## config.mk

```make
export PLATFORM = sky130hd
export DESIGN_NAME = murmur_hash_64a
export DESIGN_NICKNAME = d
export VERILOG_FILES = /design/src/design/mh64_pkg.sv /design/src/design/mh64_mul.sv /design/src/design/murmur_hash_64a.sv
export SDC_FILE = /design/constraint.sdc
export NUM_CORES = 2
export LEC_CHECK = 0
export ABC_AREA = 1
export ABC_CLOCK_PERIOD_IN_PS = 9950
export BUFFER_PORTS_ARGS = -buffer_cell sky130_fd_sc_hd__clkbuf_2
export CORE_ASPECT_RATIO = 0.75
export CORE_MARGIN = 2
export CORE_UTILIZATION = 44
export CTS_CLUSTER_DIAMETER = 80
export DETAILED_ROUTE_END_ITERATION = 7
export GPL_ROUTABILITY_DRIVEN = 0
export PLACE_DENSITY = 0.66
export SKIP_LAST_GASP = 1
export SYNTH_ARGS = -nofsm -noshare
export SYNTH_HDL_FRONTEND = slang
export SYNTH_SLANG_ARGS = --single-unit
```

## constraint.sdc

```tcl
create_clock -name clk_i -period 9.95 [get_ports clk_i]
set_input_delay 0.995 -clock clk_i [delete_from_list [all_inputs] [get_ports clk_i]]
set_output_delay 0.995 -clock clk_i [all_outputs]
set_load 0.005 [all_outputs]
```

## src/design/mh64_pkg.sv

```systemverilog
`default_nettype none

package mh64_pkg;

  // Mixing multiplier, shift distance and the reset value of the seed register.
  localparam logic [63:0] MUR_M      = 64'hc6a4a7935bd1e995;
  localparam logic [5:0]  MUR_R      = 6'd47;
  localparam logic [63:0] SEED_RESET = 64'hdeadbeefdeadbeef;

  // Key byte count of a full word.
  localparam logic [3:0]  FULL_BYTES = 4'd8;

  // Sequencer states of the top level.
  typedef enum logic [3:0] {
    ST_IDLE,
    ST_SEED,
    ST_DISP,
    ST_K1,
    ST_K2,
    ST_HM,
    ST_FMUL,
    ST_OUT
  } mh64_state_e;

  // Start request to the shared multiply unit.
  typedef struct packed {
    logic        start;
    logic [63:0] opnd;
  } mh64_mul_req_t;

  // Steps of one 64-bit multiply on the 32x32 multiplier.
  typedef enum logic [1:0] {
    MS_LOLO,
    MS_HILO,
    MS_LOHI,
    MS_SUM
  } mh64_mstep_e;

endpackage : mh64_pkg

`default_nettype wire

```

## src/design/mh64_mul.sv

```systemverilog
`default_nettype none

// Shared multiply unit: computes opnd * MUR_M modulo 2^64 with one 32x32 multiplier.
// The operand is captured at start; the product is valid while done_o is high
// and holds until the next start.
module mh64_mul import mh64_pkg::*; (
  input  wire logic          clk_i,
  input  wire logic          rst_ni,
  input  wire mh64_mul_req_t req_i,
  output logic               done_o,
  output logic [63:0]        prod_o
);

  logic        busy_q, busy_d;
  logic        done_q, done_d;
  mh64_mstep_e step_q, step_d;
  logic [63:0] a_q, a_d;
  logic [63:0] pp_q, pp_d;
  logic [63:0] acc_q, acc_d;
  logic [31:0] op_a, op_b;
  logic [63:0] prod_c;

  // Operand halves for the current partial product.
  always_comb begin
    op_a = a_q[31:0];
    op_b = MUR_M[31:0];
    case (step_q)
      MS_HILO: begin
        op_a = a_q[63:32];
        op_b = MUR_M[31:0];
      end
      MS_LOHI: begin
        op_a = a_q[31:0];
        op_b = MUR_M[63:32];
      end
      default: begin
        op_a = a_q[31:0];
        op_b = MUR_M[31:0];
      end
    endcase
  end

  assign prod_c = {32'h0, op_a} * {32'h0, op_b};

  // Step sequence: low product, then the two cross products shifted up by 32 bits.
  always_comb begin
    busy_d = busy_q;
    done_d = 1'b0;
    step_d = step_q;
    a_d    = a_q;
    pp_d   = pp_q;
    acc_d  = acc_q;
    if (req_i.start) begin
      busy_d = 1'b1;
      step_d = MS_LOLO;
      a_d    = req_i.opnd;
    end else if (busy_q) begin
      unique case (step_q)
        MS_LOLO: begin
          pp_d   = prod_c;
          step_d = MS_HILO;
        end
        MS_HILO: begin
          acc_d  = pp_q;
          pp_d   = prod_c;
          step_d = MS_LOHI;
        end
        MS_LOHI: begin
          acc_d  = acc_q + {pp_q[31:0], 32'h0};
          pp_d   = prod_c;
          step_d = MS_SUM;
        end
        MS_SUM: begin
          acc_d  = acc_q + {pp_q[31:0], 32'h0};
          busy_d = 1'b0;
          done_d = 1'b1;
          step_d = MS_LOLO;
        end
        default: begin
          step_d = MS_LOLO;
        end
      endcase
    end
  end

  // Control registers.
  always_ff @(posedge clk_i or negedge rst_ni) begin
    if (!rst_ni) begin
      busy_q <= 1'b0;
      done_q <= 1'b0;
      step_q <= MS_LOLO;
    end else begin
      busy_q <= busy_d;
      done_q <= done_d;
      step_q <= step_d;
    end
  end

  // Datapath registers.
  always_ff @(posedge clk_i) begin
    a_q   <= a_d;
    pp_q  <= pp_d;
    acc_q <= acc_d;
  end

  assign done_o = done_q;
  assign prod_o = acc_q;

endmodule : mh64_mul

`default_nettype wire

```

## src/design/murmur_hash_64a.sv

```systemverilog
`default_nettype none

// Channel   Direction  Handshake                  Payload
// input     in         in_valid_i / in_stall_o    word_i, valid_bytes_i, last_i,
//                                                 message_length_i
// output    out        out_valid_o / out_stall_i  hash_o
// config    in         cfg_we_i                   cfg_wdata_i (seed)
//
// Every 64-bit multiply runs on one shared 32x32 multiplier.
// A full word takes three multiplies, the first word of a key adds one more for seeding,
// a tail adds one, and the last word adds one for the avalanche before the hash is
// loaded into the output register.
// in_stall_o is high from acceptance of a request until its work is done.
// A finished hash waits in the sequencer while the output register is still stalled.
// Reset sets the seed to its default and clears all control state.
module murmur_hash_64a import mh64_pkg::*; (
  input  wire logic        clk_i,
  input  wire logic        rst_ni,
  input  wire logic        cfg_we_i,
  input  wire logic [63:0] cfg_wdata_i,
  input  wire logic        in_valid_i,
  output logic             in_stall_o,
  input  wire logic [63:0] word_i,
  input  wire logic [3:0]  valid_bytes_i,
  input  wire logic        last_i,
  input  wire logic [30:0] message_length_i,
  output logic             out_valid_o,
  input  wire logic        out_stall_i,
  output logic [63:0]      hash_o
);

  mh64_state_e   state_q, state_d;
  logic          mid_q, mid_d;
  logic          out_valid_q, out_valid_d;
  logic [63:0]   seed_q;
  logic [63:0]   h_q, h_d;
  logic [63:0]   word_q, word_d;
  logic [3:0]    nb_q, nb_d;
  logic          last_q, last_d;
  logic [63:0]   hash_q, hash_d;
  mh64_mul_req_t mul_req;
  logic          mul_done;
  logic [63:0]   mul_p;
  logic          in_acc;
  logic [63:0]   tail_mask;
  logic [63:0]   p_fold;
  logic [63:0]   h_fold;

  // Shared multiply unit.
  mh64_mul u_mul (
    .clk_i  (clk_i),
    .rst_ni (rst_ni),
    .req_i  (mul_req),
    .done_o (mul_done),
    .prod_o (mul_p)
  );

  assign in_stall_o = (state_q != ST_IDLE);
  assign in_acc     = in_valid_i && !in_stall_o;

  // Byte mask for a tail of one to seven bytes.
  assign tail_mask = (64'h1 << {nb_q[2:0], 3'b000}) - 64'h1;
  assign p_fold    = mul_p ^ (mul_p >> MUR_R);
  assign h_fold    = h_q ^ (h_q >> MUR_R);

  // Sequencer: next state, multiply requests and register updates.
  always_comb begin
    state_d      = state_q;
    mid_d        = mid_q;
    h_d          = h_q;
    word_d       = word_q;
    nb_d         = nb_q;
    last_d       = last_q;
    hash_d       = hash_q;
    out_valid_d  = out_valid_q && out_stall_i;
    mul_req      = '0;
    unique case (state_q)
      ST_IDLE: begin
        if (in_acc) begin
          word_d = word_i;
          nb_d   = valid_bytes_i[3] ? FULL_BYTES : valid_bytes_i;
          last_d = last_i;
          if (mid_q) begin
            state_d = ST_DISP;
          end else begin
            mul_req.start = 1'b1;
            mul_req.opnd  = {33'h0, message_length_i};
            state_d       = ST_SEED;
          end
        end
      end
      ST_SEED: begin
        if (mul_done) begin
          h_d     = seed_q ^ mul_p;
          state_d = ST_DISP;
        end
      end
      ST_DISP: begin
        if (nb_q[3]) begin
          mul_req.start = 1'b1;
          mul_req.opnd  = word_q;
          state_d       = ST_K1;
        end else if (last_q && (nb_q != 4'd0)) begin
          mul_req.start = 1'b1;
          mul_req.opnd  = h_q ^ (word_q & tail_mask);
          state_d       = ST_HM;
        end else if (last_q) begin
          mul_req.start = 1'b1;
          mul_req.opnd  = h_fold;
          state_d       = ST_FMUL;
        end else begin
          // A short word that is not last adds no bytes.
          mid_d   = 1'b1;
          state_d = ST_IDLE;
        end
      end
      ST_K1: begin
        if (mul_done) begin
          mul_req.start = 1'b1;
          mul_req.opnd  = p_fold;
          state_d       = ST_K2;
        end
      end
      ST_K2: begin
        if (mul_done) begin
          mul_req.start = 1'b1;
          mul_req.opnd  = h_q ^ mul_p;
          state_d       = ST_HM;
        end
      end
      ST_HM: begin
        if (mul_done) begin
          h_d = mul_p;
          if (last_q) begin
            mul_req.start = 1'b1;
            mul_req.opnd  = p_fold;
            state_d       = ST_FMUL;
          end else begin
            mid_d   = 1'b1;
            state_d = ST_IDLE;
          end
        end
      end
      ST_FMUL: begin
        if (mul_done) begin
          h_d     = p_fold;
          state_d = ST_OUT;
        end
      end
      ST_OUT: begin
        if (!out_valid_q || !out_stall_i) begin
          hash_d      = h_q;
          out_valid_d = 1'b1;
          h_d         = '0;
          mid_d       = 1'b0;
          state_d     = ST_IDLE;
        end
      end
      default: begin
        state_d = ST_IDLE;
      end
    endcase
  end

  // Control and configuration registers.
  always_ff @(posedge clk_i or negedge rst_ni) begin
    if (!rst_ni) begin
      state_q     <= ST_IDLE;
      mid_q       <= 1'b0;
      out_valid_q <= 1'b0;
      seed_q      <= SEED_RESET;
    end else begin
      state_q     <= state_d;
      mid_q       <= mid_d;
      out_valid_q <= out_valid_d;
      if (cfg_we_i) begin
        seed_q <= cfg_wdata_i;
      end
    end
  end

  // Payload registers.
  always_ff @(posedge clk_i) begin
    h_q    <= h_d;
    word_q <= word_d;
    nb_q   <= nb_d;
    last_q <= last_d;
    hash_q <= hash_d;
  end

  assign out_valid_o = out_valid_q;
  assign hash_o      = hash_q;

  // A multiply result never arrives while the sequencer waits for a request.
  a_no_done_idle: assert property (@(posedge clk_i) disable iff (!rst_ni)
    mul_done |-> (state_q != ST_IDLE))
    else $error("multiply finished while idle");

  // A new result appears only from the output state.
  a_out_from_out: assert property (@(posedge clk_i) disable iff (!rst_ni)
    $rose(out_valid_o) |-> $past(state_q == ST_OUT))
    else $error("result raised outside the output state");

  // The first word of a key always starts with the seeding multiply.
  a_seed_first: assert property (@(posedge clk_i) disable iff (!rst_ni)
    (in_valid_i && !in_stall_o && !mid_q) |=> (state_q == ST_SEED))
    else $error("first word did not seed the hash");

  // A multiply is never restarted while the sequencer still waits for its result in ST_K1 or ST_K2.
  a_no_restart: assert property (@(posedge clk_i) disable iff (!rst_ni)
    (mul_req.start && (state_q == ST_K1 || state_q == ST_K2)) |-> mul_done)
    else $error("multiply restarted before completion");

endmodule : murmur_hash_64a

`default_nettype wire

```

==> impl_metrics.env <==
export IMPL_slew_viol_final=0
export IMPL_seq_area_frac_synth_pct=27.3
export IMPL_num_vias=39885
export IMPL_area_growth_pct=9.42
export IMPL_cts_setup_buffers=0
export IMPL_clock_fmax_mhz=104
export IMPL_hold_viol=0
export IMPL_cts_sinks=462
export IMPL_rsz0062_at_grt="false"
export IMPL_start_util_pct=44.5
export IMPL_rrSetupSlack_ns=0.33
export IMPL_grt_overflow=0
export IMPL_preCtsSetupSlack_ns=0.638
export IMPL_yosysTopAreaCell="fa_1"
export IMPL_drt_initial_drc_count=5425
export IMPL_drv_cap=0
export IMPL_antenna_found_initial=5
export IMPL_io_buffer_count=234
export IMPL_seq_area_sq_um=13600
export IMPL_cts_tree="yes"
export IMPL_clkLatencyLatePin_ns=0.60
export IMPL_cts_hold_buffers=0
export IMPL_hold_class="primary input to async pin"
export IMPL_drc=0
export IMPL_yosysMostFrequentCell="inv_1"
export IMPL_dr_pass1_iters=7
export IMPL_synth_edff_count=389
export IMPL_async_flop_share_pct=15.8
export IMPL_reg2reg_depth=28
export IMPL_r2r_start="u_mul.step_q[1]"
export IMPL_r2r_end="u_mul.pp_q[53]"
export IMPL_tightest_slew_ns=1.16
export IMPL_routed_wl_um=168000
export IMPL_grt_pass1_vias=38625
export IMPL_place_hpwl_um=142000
export IMPL_synth_cell_types=48
export IMPL_nFillCells=10413
export IMPL_clockBufferDepth=3
export IMPL_fin_nets=7141
export IMPL_coreArea_sq_um=112000
export IMPL_vias_per_cell=5.35
export IMPL_skew_ns=0.0488
export IMPL_timing_hold_ws_ns=0.345
export IMPL_dieWidth_um=392
export IMPL_cts_made_buffers=42
export IMPL_setup_viol=0
export IMPL_die_h_um=295
export IMPL_arrival_ns=9.98
export IMPL_rows=106
export IMPL_die_area_sq_um=116000
export IMPL_synth_ff_type="edfxtp_1"
export IMPL_antenna_cells=0
export IMPL_setup_tns_ns=0
export IMPL_placed_area_sq_um=53100
export IMPL_syn_inst=5650
export IMPL_outcome="completed"
export IMPL_path_clk_slew_ns=0.08
export IMPL_ys_seq_elements=462
export IMPL_grt_usage_pct=29.2
export IMPL_crit_path_frequent_cell="fa_1"
export IMPL_min_period_ns=9.62
export IMPL_worst_slack_ns=0.325
export IMPL_synth_area_per_cell_sq_um=8.80
export IMPL_slew_headroom_pct=21.8
export IMPL_netlist_area_sq_um=49700
export IMPL_design_area_sq_um=54400
export IMPL_required_ns=10.30
export IMPL_synth_top_cell_area_share_pct=25.2
export IMPL_grt_max_degree=82
export IMPL_crit_type="register to register"
export IMPL_yosysWarnings=0
export IMPL_yosys_top_cells_count="inv_1, nand2_1, fa_1"
export IMPL_cpMaxStageDelayCell="ha_2"
export IMPL_end_kind="register"
export IMPL_drive_above_1_share_pct=8.42
export IMPL_fin_crit_sh_pct=96.7
export IMPL_root_buffer="clkbuf_16"
export IMPL_htreeDepth=2
export IMPL_synth_area_top_cells="fa_1, edfxtp_1, ha_1, inv_1, nand2_1"
export IMPL_critPathLaunchType="register"
export IMPL_slowest_delay_ns=0.64
export IMPL_multiInputGateArea_sq_um=30500
export IMPL_wl_per_cell_um=22.5
export IMPL_ant_nets=0
export IMPL_grt_pass1_wl_um=249000
export IMPL_crit_fanout=39
export IMPL_cts_resized_gates=0
export IMPL_num_io_pins=235
-- cells by family (layout without fill, tap and decap cells) --
group                    Yosys count  after routing  synth area share (%)
XOR/XNOR                         189            189                  3.33
buffers and inverters           1510           1806                  11.5
adder cells (fa/ha/maj)         1057           1057                  36.0
AND/OR/NAND/NOR                 1871           1871                  15.1
flip-flops                       462            462                  27.3
other                              2              4                0.0151
AO/OA/AOI/OAI                    542            542                  6.27
multiplexers                      17             17                 0.385
-- flip-flops by register name, summed over array words and instances, names as in the netlist --
register	flops
h_q	64
word_q	64
hash_o	64
u_mul.step_q	2
out_valid_o	1
u_mul.pp_q	64
u_mul.a_q	64
nb_q	4
mid_q	1
u_mul.prod_o	64
u_mul.busy_q	1
seed_q	64
last_q	1
u_mul.done_o	1
state_q	3
-- how the worst max path moves through the flow --
stage                     slack (ns)              to            start
after global routing            0.02  u_mul.pp_q[53]  u_mul.step_q[1]
after CTS                       0.60  u_mul.pp_q[61]  u_mul.step_q[1]
after detailed placement        0.64  u_mul.pp_q[61]  u_mul.step_q[1]
final                           0.33  u_mul.pp_q[53]  u_mul.step_q[1]
after floorplan                 1.35  u_mul.pp_q[61]  u_mul.step_q[1]
after global placement          0.68  u_mul.pp_q[61]  u_mul.step_q[1]
-- stage by stage --
step,cells,utilization [%]
2_1_floorplan,5652,-
5_1_grt,7460,48.6
3_5_place_dp,7383,47.5
4_1_cts,7460,48.6
3_3_place_gp,7383,47.5
6_report,7460,48.6
-- final cells by class --
type	instances	share of cell area (%)
clock inverter	23	0.334
timing repair buffer	323	3.39
multi-input combinational	3680	56.1
inverter	1406	9.70
clock buffer	54	2.09
sequential	462	24.9
tap	1512	3.48
-- layout by cell type, fill, tap and decap left out, drive strengths merged, types with 4 or more instances in the layout --
| cell | instances |
|---|---|
| edfxtp | 389 |
| fa | 625 |
| dfstp | 48 |
| a22o | 12 |
| clkbuf | 286 |
| o22ai | 12 |
| or2 | 11 |
| inv | 1407 |
| clkinv | 19 |
| mux2 | 17 |
| xor2 | 128 |
| o21ai | 182 |
| buf | 91 |
| nor2 | 363 |
| xnor2 | 61 |
| a21oi | 215 |
| and3 | 9 |
| dfrtp | 25 |
| o211ai | 26 |
| a31oi | 7 |
| a22oi | 27 |
| nand2 | 1224 |
| o221ai | 10 |
| nand3b | 10 |
| o21bai | 44 |
| nand3 | 194 |
| nor3 | 30 |
| conb | 4 |
| nand4 | 26 |
| ha | 432 |
-- per-layer routing --
layer	GRT usage, %	vias up	wire length, um
met1	43.4	19280	70300
met3	10.2	271	25200
met5	0	-	0
li1	-	17905	-
met2	40.9	2429	68300
met4	6.04	0	4150
-- worst max-delay path: cells and delay by family, from the launching register on --
family,cells,cell delay [ns]
adders and majority gates,10,5.20
and+or+nand+nor,10,2.39
buffers and inverters,7,0.89
AOI/OAI and AO/OA,1,0.52
DFF,1,0.38
Power is not shown: default switching activity piles up to over one toggle a cycle in this logic, so the estimate is an artifact.
